<file path="src/design/unix_path_address_decoder_defines.svh">
// assertion macros shared by the address decoder modules
`ifndef UNIX_PATH_ADDRESS_DECODER_DEFINES_SVH
`define UNIX_PATH_ADDRESS_DECODER_DEFINES_SVH

// consequent must hold in the same cycle as the antecedent
`define UPAD_ASSERT_SAME(lbl, clk, rst_n, ante, cons) \
    lbl: assert property (@(posedge clk) disable iff (!rst_n) (ante) |-> (cons)) \
        else $error("upad check failed in same cycle");

// consequent must hold in the cycle after the antecedent
`define UPAD_ASSERT_NEXT(lbl, clk, rst_n, ante, cons) \
    lbl: assert property (@(posedge clk) disable iff (!rst_n) (ante) |=> (cons)) \
        else $error("upad check failed in next cycle");

`endif

</file>
<file path="src/design/upad_pkg.sv">
// types, constants and helper functions of the unix path address decoder
`timescale 1ns / 1ps
`default_nettype none

package upad_pkg;

    localparam int PREFIX_LENGTH   = 10;
    localparam int PREFIX_POS_W    = 4;
    localparam int COUNT_WIDTH_DEF = 12;
    localparam int MAX_LEN_W       = 12;
    localparam int FIFO_DEPTH_DEF  = 4;
    localparam int APB_ADDR_W      = 3;
    localparam int APB_DATA_W      = 32;
    localparam int REG_INDEX_W     = 1;

    localparam logic [MAX_LEN_W-1:0]   MAX_LEN_RESET       = 12'd107;
    localparam logic [REG_INDEX_W-1:0] REG_MAX_PATH_LENGTH = 1'b0;

    localparam logic REC_BYTE = 1'b0;
    localparam logic REC_END  = 1'b1;

    localparam logic [7:0] CH_PERCENT = 8'h25;
    localparam logic [7:0] CH_COMMA   = 8'h2C;
    localparam logic [7:0] CH_SEMI    = 8'h3B;
    localparam logic [7:0] CH_SLASH   = 8'h2F;
    localparam logic [7:0] CH_0       = 8'h30;
    localparam logic [7:0] CH_9       = 8'h39;
    localparam logic [7:0] CH_LA      = 8'h61;
    localparam logic [7:0] CH_LF      = 8'h66;
    localparam logic [7:0] CH_UA      = 8'h41;
    localparam logic [7:0] CH_UF      = 8'h46;

    typedef enum logic [1:0] {
        ST_OK          = 2'd0,
        ST_UNSUPPORTED = 2'd1,
        ST_INVALID     = 2'd2
    } t_status;

    typedef enum logic [2:0] {
        PH_PREFIX   = 3'd0,
        PH_BODY     = 3'd1,
        PH_ESC_HIGH = 3'd2,
        PH_ESC_LOW  = 3'd3,
        PH_ERROR    = 3'd4
    } t_phase;

    typedef struct packed {
        logic [7:0] in_byte;
        logic       in_last;
    } t_in_item;

    typedef struct packed {
        logic [7:0] out_byte;
        logic       record_kind;
        logic [1:0] status;
        logic       end_of_run;
    } t_out_item;

    // one classified input byte, handed from the front to the back
    typedef struct packed {
        logic       emit;
        logic [7:0] data;
        logic       last;
        t_status    status;
    } t_entry;

    typedef struct packed {
        logic full;
        logic empty;
    } t_q_status;

    function automatic logic [7:0] prefix_char(input logic [PREFIX_POS_W-1:0] pos);
        logic [7:0] ch;
        case (pos)
            4'd0:    ch = 8'h75; // u
            4'd1:    ch = 8'h6E; // n
            4'd2:    ch = 8'h69; // i
            4'd3:    ch = 8'h78; // x
            4'd4:    ch = 8'h3A; // :
            4'd5:    ch = 8'h70; // p
            4'd6:    ch = 8'h61; // a
            4'd7:    ch = 8'h74; // t
            4'd8:    ch = 8'h68; // h
            4'd9:    ch = 8'h3D; // =
            default: ch = 8'h00;
        endcase
        return ch;
    endfunction

    // bit 4 set means not a hex digit
    function automatic logic [4:0] hex_digit(input logic [7:0] c);
        logic [4:0] d;
        if (c >= CH_0 && c <= CH_9) begin
            d = {1'b0, 4'(c - CH_0)};
        end else if (c >= CH_LA && c <= CH_LF) begin
            d = {1'b0, 4'(c - CH_LA + 8'd10)};
        end else if (c >= CH_UA && c <= CH_UF) begin
            d = {1'b0, 4'(c - CH_UA + 8'd10)};
        end else begin
            d = 5'h10;
        end
        return d;
    endfunction

endpackage

`default_nettype wire

</file>
<file path="src/design/upad_front.sv">
// front end: prefix match, percent decode and path checks; one byte per cycle unless i_full
`timescale 1ns / 1ps
`default_nettype none
`include "unix_path_address_decoder_defines.svh"

module upad_front #(
    parameter int COUNT_WIDTH = upad_pkg::COUNT_WIDTH_DEF
) (
    input  wire                               i_clk,
    input  wire                               i_rst_n,
    input  wire                               i_in_valid,
    output logic                              o_in_ready,
    input  upad_pkg::t_in_item                i_in,
    input  wire  [upad_pkg::MAX_LEN_W-1:0]    i_max_path_length,
    output logic                              o_push,
    output upad_pkg::t_entry                  o_entry,
    input  wire                               i_full
);
    import upad_pkg::*;

    localparam int CmpW = (COUNT_WIDTH > MAX_LEN_W) ? COUNT_WIDTH : MAX_LEN_W;
    localparam logic [COUNT_WIDTH-1:0] CountMax = {COUNT_WIDTH{1'b1}};
    localparam logic [PREFIX_POS_W-1:0] PrefixLast = PREFIX_POS_W'(PREFIX_LENGTH - 1);

    t_phase                  r_phase, n_phase;
    logic [PREFIX_POS_W-1:0] r_prefix_pos, n_prefix_pos;
    logic [3:0]              r_high_nibble, n_high_nibble;
    logic [COUNT_WIDTH-1:0]  r_path_count, n_path_count;
    logic                    r_first_slash, n_first_slash;
    t_status                 r_err_status, n_err_status;

    logic       accept;
    logic [7:0] c;
    logic [4:0] digit;
    logic       digit_ok;
    logic [7:0] esc_byte;
    logic       prefix_match;
    logic       room;
    logic       emit;
    logic [7:0] ob;
    t_status    end_status;

    assign o_in_ready   = !i_full;
    assign accept       = i_in_valid && !i_full;
    assign c            = i_in.in_byte;
    assign digit        = hex_digit(c);
    assign digit_ok     = !digit[4];
    assign esc_byte     = {r_high_nibble, digit[3:0]};
    assign prefix_match = (r_prefix_pos <= PrefixLast) && (c == prefix_char(r_prefix_pos));
    // path byte fits under the configured limit and the counter range
    assign room = (CmpW'(r_path_count) < CmpW'(i_max_path_length))
               && (r_path_count != CountMax);

    // next parse phase
    always_comb begin
        n_phase = r_phase;
        unique case (r_phase)
            PH_PREFIX: begin
                if (!prefix_match) begin
                    n_phase = PH_ERROR;
                end else if (r_prefix_pos == PrefixLast) begin
                    n_phase = PH_BODY;
                end
            end
            PH_BODY: begin
                if (c == CH_COMMA || c == CH_SEMI) begin
                    n_phase = PH_ERROR;
                end else if (c == CH_PERCENT) begin
                    n_phase = PH_ESC_HIGH;
                end else if (!room) begin
                    n_phase = PH_ERROR;
                end
            end
            PH_ESC_HIGH: begin
                n_phase = digit_ok ? PH_ESC_LOW : PH_ERROR;
            end
            PH_ESC_LOW: begin
                if (!digit_ok || esc_byte == 8'h00 || !room) begin
                    n_phase = PH_ERROR;
                end else begin
                    n_phase = PH_BODY;
                end
            end
            PH_ERROR: n_phase = PH_ERROR;
            default:  n_phase = PH_ERROR;
        endcase
    end

    // emitted byte and datapath updates
    always_comb begin
        emit          = 1'b0;
        ob            = c;
        n_prefix_pos  = r_prefix_pos;
        n_high_nibble = r_high_nibble;
        n_err_status  = r_err_status;
        unique case (r_phase)
            PH_PREFIX: begin
                if (prefix_match) begin
                    n_prefix_pos = r_prefix_pos + 1'b1;
                end else begin
                    n_err_status = ST_UNSUPPORTED;
                end
            end
            PH_BODY: begin
                if (c == CH_COMMA || c == CH_SEMI) begin
                    n_err_status = ST_INVALID;
                end else if (c != CH_PERCENT) begin
                    if (room) begin
                        emit = 1'b1;
                    end else begin
                        n_err_status = ST_INVALID;
                    end
                end
            end
            PH_ESC_HIGH: begin
                if (digit_ok) begin
                    n_high_nibble = digit[3:0];
                end else begin
                    n_err_status = ST_INVALID;
                end
            end
            PH_ESC_LOW: begin
                ob = esc_byte;
                if (!digit_ok || esc_byte == 8'h00 || !room) begin
                    n_err_status = ST_INVALID;
                end else begin
                    emit = 1'b1;
                end
            end
            PH_ERROR: begin
                n_err_status = r_err_status;
            end
            default: begin
                n_err_status = r_err_status;
            end
        endcase
    end

    always_comb begin
        n_path_count  = r_path_count;
        n_first_slash = r_first_slash;
        if (emit) begin
            n_path_count = r_path_count + 1'b1;
            if (r_path_count == '0) begin
                n_first_slash = (ob == CH_SLASH);
            end
        end
    end

    // status of the end record, taken from the state after this byte
    always_comb begin
        if (n_phase == PH_ERROR) begin
            end_status = n_err_status;
        end else if (n_phase == PH_PREFIX) begin
            end_status = ST_UNSUPPORTED;
        end else if (n_phase != PH_BODY) begin
            end_status = ST_INVALID;
        end else if (n_path_count == '0 || !n_first_slash) begin
            end_status = ST_INVALID;
        end else begin
            end_status = ST_OK;
        end
    end

    assign o_push         = accept && (emit || i_in.in_last);
    assign o_entry.emit   = emit;
    assign o_entry.data   = ob;
    assign o_entry.last   = i_in.in_last;
    assign o_entry.status = end_status;

    always_ff @(posedge i_clk) begin
        if (!i_rst_n) begin
            r_phase       <= PH_PREFIX;
            r_prefix_pos  <= '0;
            r_high_nibble <= '0;
            r_path_count  <= '0;
            r_first_slash <= 1'b0;
            r_err_status  <= ST_OK;
        end else if (accept) begin
            if (i_in.in_last) begin
                // address done, start over for the next one
                r_phase       <= PH_PREFIX;
                r_prefix_pos  <= '0;
                r_high_nibble <= '0;
                r_path_count  <= '0;
                r_first_slash <= 1'b0;
                r_err_status  <= ST_OK;
            end else begin
                r_phase       <= n_phase;
                r_prefix_pos  <= n_prefix_pos;
                r_high_nibble <= n_high_nibble;
                r_path_count  <= n_path_count;
                r_first_slash <= n_first_slash;
                r_err_status  <= n_err_status;
            end
        end
    end

    `UPAD_ASSERT_SAME(a_error_has_code, i_clk, i_rst_n, r_phase == PH_ERROR, r_err_status != ST_OK)
    `UPAD_ASSERT_NEXT(a_last_restarts, i_clk, i_rst_n, accept && i_in.in_last, r_phase == PH_PREFIX && r_path_count == '0 && r_prefix_pos == '0)

endmodule

`default_nettype wire

</file>
<file path="src/design/upad_fifo.sv">
// short request queue between the front end and the result stage
`timescale 1ns / 1ps
`default_nettype none
`include "unix_path_address_decoder_defines.svh"

module upad_fifo #(
    parameter int FIFO_DEPTH = upad_pkg::FIFO_DEPTH_DEF
) (
    input  wire                   i_clk,
    input  wire                   i_rst_n,
    input  wire                   i_push,
    input  upad_pkg::t_entry      i_entry,
    input  wire                   i_pop,
    output upad_pkg::t_entry      o_entry,
    output upad_pkg::t_q_status   o_status
);
    import upad_pkg::*;

    localparam int PtrW = (FIFO_DEPTH > 1) ? $clog2(FIFO_DEPTH) : 1;
    localparam int CntW = $clog2(FIFO_DEPTH + 1);
    localparam logic [PtrW-1:0] PtrLast = PtrW'(FIFO_DEPTH - 1);
    localparam logic [CntW-1:0] CntFull = CntW'(FIFO_DEPTH);

    t_entry          r_mem [FIFO_DEPTH];
    logic [PtrW-1:0] r_wr_ptr, n_wr_ptr;
    logic [PtrW-1:0] r_rd_ptr, n_rd_ptr;
    logic [CntW-1:0] r_count, n_count;

    assign o_entry        = r_mem[r_rd_ptr];
    assign o_status.full  = (r_count == CntFull);
    assign o_status.empty = (r_count == '0);

    always_comb begin
        n_wr_ptr = r_wr_ptr;
        n_rd_ptr = r_rd_ptr;
        n_count  = r_count;
        if (i_push) begin
            n_wr_ptr = (r_wr_ptr == PtrLast) ? '0 : r_wr_ptr + 1'b1;
        end
        if (i_pop) begin
            n_rd_ptr = (r_rd_ptr == PtrLast) ? '0 : r_rd_ptr + 1'b1;
        end
        if (i_push && !i_pop) begin
            n_count = r_count + 1'b1;
        end else if (!i_push && i_pop) begin
            n_count = r_count - 1'b1;
        end
    end

    always_ff @(posedge i_clk) begin
        if (i_push) begin
            r_mem[r_wr_ptr] <= i_entry;
        end
    end

    always_ff @(posedge i_clk) begin
        if (!i_rst_n) begin
            r_wr_ptr <= '0;
            r_rd_ptr <= '0;
            r_count  <= '0;
        end else begin
            r_wr_ptr <= n_wr_ptr;
            r_rd_ptr <= n_rd_ptr;
            r_count  <= n_count;
        end
    end

    `UPAD_ASSERT_SAME(a_no_overflow, i_clk, i_rst_n, i_push, !o_status.full)
    `UPAD_ASSERT_SAME(a_no_underflow, i_clk, i_rst_n, i_pop, !o_status.empty)

endmodule

`default_nettype wire

</file>
<file path="src/design/upad_back.sv">
// result stage: turns queued requests into result records behind an output register
`timescale 1ns / 1ps
`default_nettype none
`include "unix_path_address_decoder_defines.svh"

module upad_back (
    input  wire                   i_clk,
    input  wire                   i_rst_n,
    input  upad_pkg::t_entry      i_entry,
    input  upad_pkg::t_q_status   i_status,
    output logic                  o_pop,
    output logic                  o_out_valid,
    input  wire                   i_out_ready,
    output upad_pkg::t_out_item   o_out
);
    import upad_pkg::*;

    logic      r_out_valid, n_out_valid;
    t_out_item r_out, n_out;
    // end record still owed after a path byte from the same request
    logic      r_pend, n_pend;
    t_status   r_pend_status, n_pend_status;
    logic      load;

    assign load        = !r_out_valid || i_out_ready;
    assign o_pop       = load && !r_pend && !i_status.empty;
    assign o_out_valid = r_out_valid;
    assign o_out       = r_out;

    always_comb begin
        n_out_valid   = r_out_valid;
        n_out         = r_out;
        n_pend        = r_pend;
        n_pend_status = r_pend_status;
        if (load) begin
            n_out_valid = 1'b0;
            if (r_pend) begin
                n_out_valid       = 1'b1;
                n_out.out_byte    = 8'h00;
                n_out.record_kind = REC_END;
                n_out.status      = r_pend_status;
                n_out.end_of_run  = 1'b1;
                n_pend            = 1'b0;
            end else if (o_pop) begin
                n_out_valid = 1'b1;
                if (i_entry.emit) begin
                    n_out.out_byte    = i_entry.data;
                    n_out.record_kind = REC_BYTE;
                    n_out.status      = ST_OK;
                    n_out.end_of_run  = !i_entry.last;
                    n_pend            = i_entry.last;
                    n_pend_status     = i_entry.status;
                end else begin
                    n_out.out_byte    = 8'h00;
                    n_out.record_kind = REC_END;
                    n_out.status      = i_entry.status;
                    n_out.end_of_run  = 1'b1;
                end
            end
        end
    end

    always_ff @(posedge i_clk) begin
        r_out         <= n_out;
        r_pend_status <= n_pend_status;
    end

    always_ff @(posedge i_clk) begin
        if (!i_rst_n) begin
            r_out_valid <= 1'b0;
            r_pend      <= 1'b0;
        end else begin
            r_out_valid <= n_out_valid;
            r_pend      <= n_pend;
        end
    end

    `UPAD_ASSERT_SAME(a_end_closes_run, i_clk, i_rst_n, r_out_valid && r_out.record_kind == REC_END, r_out.end_of_run)
    `UPAD_ASSERT_SAME(a_split_has_pending, i_clk, i_rst_n, r_out_valid && r_out.record_kind == REC_BYTE && !r_out.end_of_run, r_pend)

endmodule

`default_nettype wire

</file>
<file path="src/design/unix_path_address_decoder.sv">
// Decoder for "unix:path=" socket addresses fed one character per request. It takes one
// input byte per clock cycle while the queue is not full; the front end classifies each
// byte combinationally and queues at most one request, and the result stage drains one
// record per cycle while the consumer is ready, from a small queue through a registered
// output. A byte that ends the address and also yields a path byte produces two records;
// the queue absorbs this, so input stalls only when the consumer is slower than one record
// per cycle. Path bytes stream out as they are decoded; the end record carries the status
// (ok, unsupported prefix, invalid) and the consumer drops the streamed bytes unless it is
// ok. Register max_path_length sits at byte address 0 of the APB port and resets to 107;
// the user must write it only while the block is idle, as the block does not enforce it.
`timescale 1ns / 1ps
`default_nettype none

module unix_path_address_decoder #(
    parameter int COUNT_WIDTH = upad_pkg::COUNT_WIDTH_DEF,
    parameter int FIFO_DEPTH  = upad_pkg::FIFO_DEPTH_DEF
) (
    input  wire                                i_clk,
    input  wire                                i_rst_n,
    input  wire                                i_in_valid,
    output logic                               o_in_ready,
    input  upad_pkg::t_in_item                 i_in,
    output logic                               o_out_valid,
    input  wire                                i_out_ready,
    output upad_pkg::t_out_item                o_out,
    input  wire                                psel,
    input  wire                                penable,
    input  wire                                pwrite,
    input  wire  [upad_pkg::APB_ADDR_W-1:0]    paddr,
    input  wire  [upad_pkg::APB_DATA_W-1:0]    pwdata,
    output logic [upad_pkg::APB_DATA_W-1:0]    prdata,
    output logic                               pready
);
    import upad_pkg::*;

    logic [MAX_LEN_W-1:0]   r_max_path_length;
    logic [REG_INDEX_W-1:0] reg_index;
    logic                   push;
    logic                   pop;
    t_entry                 push_entry;
    t_entry                 head_entry;
    t_q_status              q_status;

    assign pready    = 1'b1;
    assign reg_index = paddr[APB_ADDR_W-1:2];

    always_ff @(posedge i_clk) begin
        if (!i_rst_n) begin
            r_max_path_length <= MAX_LEN_RESET;
        end else if (psel && penable && pwrite && pready
                     && reg_index == REG_MAX_PATH_LENGTH) begin
            r_max_path_length <= pwdata[MAX_LEN_W-1:0];
        end
    end

    always_comb begin
        prdata = '0;
        if (reg_index == REG_MAX_PATH_LENGTH) begin
            prdata = APB_DATA_W'(r_max_path_length);
        end
    end

    upad_front #(
        .COUNT_WIDTH (COUNT_WIDTH)
    ) u_front (
        .i_clk             (i_clk),
        .i_rst_n           (i_rst_n),
        .i_in_valid        (i_in_valid),
        .o_in_ready        (o_in_ready),
        .i_in              (i_in),
        .i_max_path_length (r_max_path_length),
        .o_push            (push),
        .o_entry           (push_entry),
        .i_full            (q_status.full)
    );

    upad_fifo #(
        .FIFO_DEPTH (FIFO_DEPTH)
    ) u_fifo (
        .i_clk    (i_clk),
        .i_rst_n  (i_rst_n),
        .i_push   (push),
        .i_entry  (push_entry),
        .i_pop    (pop),
        .o_entry  (head_entry),
        .o_status (q_status)
    );

    upad_back u_back (
        .i_clk       (i_clk),
        .i_rst_n     (i_rst_n),
        .i_entry     (head_entry),
        .i_status    (q_status),
        .o_pop       (pop),
        .o_out_valid (o_out_valid),
        .i_out_ready (i_out_ready),
        .o_out       (o_out)
    );

endmodule

`default_nettype wire

</file>
<file path="config.mk">
export PLATFORM = sky130hd
export DESIGN_NAME = unix_path_address_decoder
export DESIGN_NICKNAME = d
export VERILOG_FILES = /design/src/design/upad_pkg.sv /design/src/design/upad_front.sv /design/src/design/upad_fifo.sv /design/src/design/upad_back.sv /design/src/design/unix_path_address_decoder.sv
export VERILOG_INCLUDE_DIRS = /design/src /design/src/design
export SDC_FILE = /design/constraint.sdc
export NUM_CORES = 1
export LEC_CHECK = 0
export BUFFER_PORTS_ARGS = -buffer_cell sky130_fd_sc_hd__buf_4
export CAP_MARGIN = 20
export CORE_ASPECT_RATIO = 0.6
export CORE_UTILIZATION = 58
export DETAILED_ROUTE_END_ITERATION = 8
export GPL_TIMING_DRIVEN = 1
export MAX_ROUTING_LAYER = met4
export PLACE_DENSITY = 0.9
export SYNTH_ARGS = -nofsm -noshare
export SYNTH_HDL_FRONTEND = slang
export SYNTH_SLANG_ARGS = --single-unit
</file>
<file path="constraint.sdc">
create_clock -name i_clk -period 4.4 [get_ports i_clk]
set_input_delay 0.22 -clock i_clk [delete_from_list [all_inputs] [get_ports i_clk]]
set_output_delay 0.22 -clock i_clk [all_outputs]
set_load 0.01 [all_outputs]
</file>
==> results of run 1 <==
==> tightest hold or removal path, cell delays in order <==
cell     delay, ns
buf_4         0.08
nand2_1       0.04
nand3_1       0.07
==> metrics by stage <==
stage,setup slack (ns),total power [uW]
2_1_floorplan,1.13,1820
3_3_place_gp,0.839,1990
3_5_place_dp,0.633,2040
4_1_cts,0.796,3360
5_1_grt,0.475,3480
6_report,0.735,3350
==> layout by cell type, fill, tap and decap left out, types with 4 or more instances in the layout <==
cell       count
a31oi_1       10
and3_1        10
o211ai_1       9
and2_1         9
a21oi_1       37
mux2i_1        7
o21ai_1       13
o21a_1         4
nand3b_1       5
mux4_2        12
o21ai_0       16
buf_4         58
nand2_1       45
clkinv_4       5
nor4_1         9
a22oi_1        4
nor2_1        50
xor2_1         9
nor3_1        11
or3_1          4
nand2b_1      11
nand3_1       19
conb_1        21
nor2b_1       15
nand4_1        7
clkbuf_16     18
edfxtp_1      62
inv_1         33
ha_1          32
dfxtp_1       56
==> how the worst max path moves through the flow <==
stage,depth (start not counted),slack (ns),startpoint,endpoint
floorplan,16,1.13,i_in[1],u_fifo.r_count[2]
global placement,16,0.84,i_in[1],u_fifo.r_count[2]
detailed placement,16,0.63,i_in[1],u_fifo.r_count[2]
CTS,15,0.80,u_front.r_path_count[9],u_fifo.r_count[2]
global route,15,0.47,u_front.r_path_count[9],u_fifo.r_count[2]
finish,15,0.73,u_front.r_path_count[9],u_fifo.r_count[2]
==> final cells by class <==
class                   count  area share, %
clock inverters            13           1.65
inverters                  34           1.71
flip-flops and latches    118           40.0
multi-input cells         447           42.3
well taps                 139           2.33
repair buffers             58           5.85
clock buffers              19           6.10
==> per-layer routing <==
| layer | track usage, % | up-vias |
|---|---|---|
| li1 | - | 2366 |
| met1 | 33.7 | 2355 |
| met2 | 43.1 | 249 |
| met3 | 6.37 | 40 |
| met4 | 11.3 | 0 |
| met5 | - | - |
==> cells by family after synthesis <==
| group | Yosys count |
|---|---|
| AOI/OAI and AO/OA | 140 |
| xor gates and xnor gates | 12 |
| adders and majority gates | 33 |
| buffers and inverters | 85 |
| DFF | 118 |
| muxes | 24 |
| other | 2 |
| and+or+nand+nor | 217 |
==> sequential cells by signal, summed over array words and instances (netlist names), named ones only <==
register,cells
u_fifo.r_mem,48
r_max_path_length,12
u_back.o_out,12
u_front.r_path_count,12
u_front.r_high_nibble,4
u_front.r_prefix_pos,4
u_fifo.r_count,3
u_front.r_phase,3
u_back.r_pend_status,2
u_fifo.r_rd_ptr,2
u_fifo.r_wr_ptr,2
u_front.r_err_status,2
u_back.o_out_valid,1
u_back.r_pend,1
u_front.r_first_slash,1
==> power by group through the flow <==
stage | clock network [uW] | logic (uW) | registers, uW
after global routing | 1390 | 670 | 1420
after global placement | 0 | 573 | 1420
final | 1330 | 611 | 1410
after CTS | 1340 | 613 | 1410
after detailed placement | 0 | 607 | 1430
after floorplan | 0 | 404 | 1410
==> Yosys cell counts, drive strengths merged (4+ instances only) <==
library cell / instances
edfxtp: 62
dfxtp: 56
nor2: 53
nand2: 46
a21oi: 40
inv: 34
buf: 32
ha: 32
o21ai: 29
nand3: 20
clkbuf: 19
nor2b: 15
mux4: 12
nand2b: 11
nor3: 11
a31oi: 10
and3: 10
and2: 9
nor4: 9
o211ai: 9
xor2: 9
mux2i: 7
nand4: 7
mux2: 5
nand3b: 5
a22oi: 4
a311oi: 4
o21a: 4
or3: 4
==> results by group, run 1 <==
Worst setup path
  – Critical path cell sequence: ha_1, a211oi_1, o211ai_1, a21oi_1, nor2_1, nor2_1, buf_4, a21oi_2, nor2_1, ha_1, inv_1, fa_1, xor2_1, or3_1, a21oi_1
  – Delay-heaviest family, CP: adder cells
  – Critical R2R Launch: u_front.r_path_count[9]
  – Crit Path Category: reg2reg
  – Crit-path max FO: 17
  – CP Launch Type: register
  – FF-to-FF End: u_fifo.r_count[2]
  – CP required: 4.74 ns
  – Critical Path Max Stage Delay: between 0.4 and 0.5 ns
  – WP buf/inv: 2
  – Max stage delay cell, worst path: dfxtp_1
  – Crit. End Element: register
  – WP data arrival: between 4 and 5 ns
  – Register-to-Register Setup Slack: ~0.73 ns
  – Reg2reg path depth: 15
  – Most frequent CP cell: nor2_1

Layout
  – Share of cells above drive strength 1: between 10% and 20%
  – Nets: between 700 and 800
  – Design area: between 0.007 and 0.008 sq mm
  – Fillers: approximately 760
  – Syn-to-layout area delta: 14.9%
  – Reg area: about 0.003 sq mm
  – Area of the multi-input gates: between 0.003 and 0.004 sq mm
  – Antenna cells: 0
  – Fin util: 69.6%
  – Fin cells: about 830

Synth
  – Post-synth top area share: between 20% and 30%
  – Main area contributors after synthesis: edfxtp_1 29%, dfxtp_1 17%, ha_1 6.2%
  – Post-Synth Simple-Gate Area: between 15 and 20%
  – Ys flop type: edfxtp_1
  – Avg Synthesized Cell Area: 10.3 sq um
  – Largest family of logic cells by synthesized area: simple AND/OR/NAND/NOR gates
  – Compound-Gate Fraction of Synth Area: about 15%
  – Multiplexer share of the synthesized area: roughly 6.2%
  – Synthesized flop and latch total: 118
  – Adder-cell share of the synthesized area: about 6.5%
  – Synthesis Warnings: 0
  – Mapped cell area: 0.00648 sq mm
  – Yosys top cell by area: edfxtp_1
  – Number of synthesized flops with an enable pin: 62
  – Post-Synthesis Cells: 631
  – Xor/xnor share of the synthesized area: under 10%
  – Seq/Total Area, Yosys: 46.0%
  – Post-synth cell types: between 80 and 90
  – Async S/R FF share, synth: 0%

Drt
  – DR DRC count: 7
  – Antenna viol nets, final: 0
  – Wire per inst: between 15 and 20 um
  – DR pass1 iterations: 7
  – Metal3 WL: around 1200 um
  – Highest routed layer: met4
  – WL final: 14600 um
  – DR vias: between 5000 and 6000
  – Met2 routed WL: roughly 6700 um
  – Metal-1 WL: 6370 um
  – Via-to-Cell Ratio: about 6.1
  – Drt first-iter violations: approximately 510

Timing
  – Max_slew headroom: ~32%
  – Clk_skew: ~0.016 ns
  – Worst-Margin Slew: 1.00 ns
  – Slew Limit Fails: 0
  – Hold WS: between 0.01 and 0.015 ns
  – RSZ-0062 raised after global routing: false
  – Fin crit period: approximately 3.7 ns
  – Setup TNS: 0 ns
  – Final setup vio count: 0
  – Post-route clock period utilization: between 80% and 90%
  – Final hold vios: 0
  – Fmax: ~270 MHz

Global route
  – Overflow after GRT: 0
  – Total global-route track usage: 27.2%
  – Vias in the first global route: 4834
  – Largest net degree at the start of global routing: 40
  – First-pass GRT wire length: about 24000 um
  – Initial antenna violation count: 0

Clock network
  – Num Clock Sinks: between 100 and 150
  – Resized cells post-CTS: 0
  – Reg clk slew, reported paths: ~0.060 ns
  – Num CTS Buffers: 17
  – Hold-fix buffers, CTS: 0
  – CTS tree: yes
  – Clock tree root driver cell: clkbuf_16
  – CTS max path bufs: 2
  – Worst skew pair latency: between 0.4 and 0.5 ns
  – Setup bufs post-CTS: 0
  – H-tree depth: 4

Pwr
  – Power Density: around 450 mW/mm^2
  – P_int: around 2400 uW
  – Clk pwr share: about two fifths
  – VDD IR max: roughly 0.0003 V
  – Logic pwr share: 18.2%
  – Psw: between 900 and 1000 uW
  – Switching share of power: between 20% and 30%
  – Reg power frac: a little over two fifths
  – Leak: about 0.0029 uW

Floorplan
  – Die area: 0.0116 sq mm
  – Die Wd: about 140 um
  – Effective utilization at floorplan: approximately three fifths
  – Num rows: 29
  – Die Y: approximately 84 um
  – Placeable Area: 0.0107 sq mm
  – Io pins: 98

Place
  – HPWL Detailed: a little over 10000 um
  – # port buffers: 54
  – Placed insts: between 700 and 800
  – Placed instance area: ~0.0069 sq mm
  – Placer Congestion: 0.917

Hold path
  – Hold Path Depth: 3
  – Hold EP: r_max_path_length[0]
  – Hold crit path type: in2reg
  – Hold Startpoint: pwdata[0]

Job
  – Max-Cap Viols: 0

Outcome
  – Failing checks: design-rule violations
  – Status: finished, violations left
Note: power is estimated with default switching activity, not from simulation.
==> run 2, diff against run 1 <==
Settings changed: CORE_UTILIZATION 58 to 52, PLACE_DENSITY 0.9 to 0.86.
Clock period 4.4 ns to 3.3 ns, I/O delays scaled along.
==> run 2 against run 1 <==
The flow now finishes without violations. Total power increased by 37%. Cell area increased by 4.1%. Clock skew decreased by 0.0088 ns. Combinational power increased by 39%. Critical path depth decreased by 3. Clock power increased by 42%. Highest routed layer unchanged.
==> results by group, run 2 (synthesized netlist as in run 1, its figures left out) <==
Drt
  – DR DRC count: 0
  – Drt first-iter violations: 543
  – Via-to-Cell Ratio: 5.87
  – Antenna viol nets, final: 0
  – Wire per inst: between 15 and 20 um
  – DR pass1 iterations: 6
  – WL final: between 15000 and 20000 um
  – DR vias: just over 5000

Job
  – Max-Cap Viols: 0

Worst setup path
  – Critical Path Max Stage Delay: roughly 0.56 ns
  – WP data arrival: 3.40 ns
  – Critical path cell sequence: ha_1, nand4_1, o41ai_1, nor2_2, a21oi_2, nor2_2, ha_1, inv_1, fa_1, xor2_1, or3_1, a21oi_1
  – CP required: ~3.6 ns
  – Delay-heaviest family, CP: compound AO/OA/AOI/OAI gates
  – Crit Path Category: reg2reg
  – Crit-path max FO: 9
  – CP Launch Type: register
  – Crit. End Element: register
  – Max stage delay cell, worst path: o41ai_1
  – WP buf/inv: 1

Layout
  – Share of cells above drive strength 1: 20.8%
  – Most common cell after layout, fill and taps aside: buf_4
  – Syn-to-layout area delta: 19.6%
  – Nets: just under 800
  – Commonest non-fill, non-tap cells in the layout: 77 x buf_4, 62 x edfxtp_1, 56 x dfxtp_1, 48 x nor2_1, 45 x nand2_1
  – Reg with most FFs: u_fifo.r_mem
  – Max reg flops: 48
  – Antenna cells: 0

Timing
  – Setup TNS: 0 ns
  – Final hold vios: 0
  – Post-route clock period utilization: 92.8%
  – RSZ-0062 raised after global routing: false
  – Fin crit period: around 3.1 ns
  – Clk_skew: between 0.007 and 0.008 ns
  – Final setup vio count: 0
  – Hold WS: 0.0151 ns
  – Final WS setup: roughly 0.24 ns
  – Max_slew headroom: between 40 and 50%
  – Slew Limit Fails: 0
  – Fmax: between 300 and 400 MHz
  – Worst-Margin Slew: 0.889 ns

Global route
  – Overflow after GRT: 0
  – Initial antenna violation count: 0
  – Vias in the first global route: roughly 4900
  – Total global-route track usage: between 20% and 30%
  – Largest net degree at the start of global routing: 39
  – First-pass GRT wire length: around 24000 um

Pwr
  – P_int: 3300 uW
  – Leak: 0.00301 uW
  – Clk pwr share: between 40 and 50%
  – Pwr Total: about 4600 uW
  – Switching share of power: 28.2%
  – Logic pwr share: between 10% and 20%
  – Reg power frac: about two fifths
  – Power Density: between 500 and 600 mW/mm^2
  – Psw: 1300 uW
  – VDD IR max: 0.000333 V

Place
  – HPWL Detailed: 10400 um
  – Placer Congestion: between 0.9 and 1
  – Post-Place Worst Slack: about 0.049 ns
  – # port buffers: 54

Floorplan
  – Die Y: a little under 90 um
  – Num rows: 31
  – Placeable Area: 0.0121 sq mm
  – Effective utilization at floorplan: ~54%
  – Io pins: a little under 100
  – Die Wd: ~150 um
  – Die area: 0.0129 sq mm

Hold path
  – Hold crit path type: in2reg

Clock network
  – Num CTS Buffers: 17
  – Setup bufs post-CTS: 0
  – Reg clk slew, reported paths: around 0.06 ns
  – Worst skew pair latency: 0.42 ns
  – CTS max path bufs: 2
  – Clock tree root driver cell: clkbuf_16
  – Num Clock Sinks: between 100 and 150
  – H-tree depth: 4
  – CTS tree: yes

Outcome
  – Status: complete, no violations
## run 2: layout make-up
cell class | instances | area (sq um)
Fill cell | 942 | 4350
Multi-Input combinational cell | 447 | 3160
Sequential cell | 118 | 2980
Timing Repair Buffer | 86 | 668
Clock buffer | 17 | 425
Tap cell | 165 | 206
Clock inverter | 15 | 183
Inverter | 34 | 128
## run 2: what timing repair did
action	CTS	global route
hold endpoints to repair	9	0
setup endpoints to repair	0	1
resized for setup	0	3
hold buffers	9	0
## run 2: path summary, 6_finish.rpt
kind         slack [ns]                   end                    start  depth (start not counted)
max                0.24     u_fifo.r_count[2]  u_front.r_path_count[1]                         12
min                0.02  r_max_path_length[9]                pwdata[9]                          3
max reg2reg        0.24     u_fifo.r_count[2]  u_front.r_path_count[1]                         12
min reg2reg        0.46  r_max_path_length[8]     r_max_path_length[8]                          2
## run 2: layer usage
metal	track usage [%]	wire, um	up-vias
li1	-	-	2426
met1	31.4	6700	2467
met5	-	0	-
met4	11.2	296	0
met3	4.54	1090	34
met2	39.7	6960	248
## run 2: per-stage QoR
stage,cells,utilization (%),instance area [sq um]
finish,882,64.1,7750
global route,882,64.1,7750
CTS,882,64.0,7740
detailed placement,841,58.2,7050
global placement,841,58.2,7050
floorplan,650,-,6550
## run 2: power by group through the flow
stage          Clock (uW)  Combinational [uW]  Sequential (uW)
2_1_floorplan           0                 538             1890
3_3_place_gp            0                 805             1880
3_5_place_dp            0                 834             1890
4_1_cts              1900                 851             1860
5_1_grt              1970                 929             1880
6_report             1890                 851             1860
## run 2: worst min-delay path: cells and delay by family
kind	cells	cell delay, ns
AO/OA/AOI/OAI	1	0.05
buffers and inverters	1	0.11
AND/OR/NAND/NOR	1	0.05
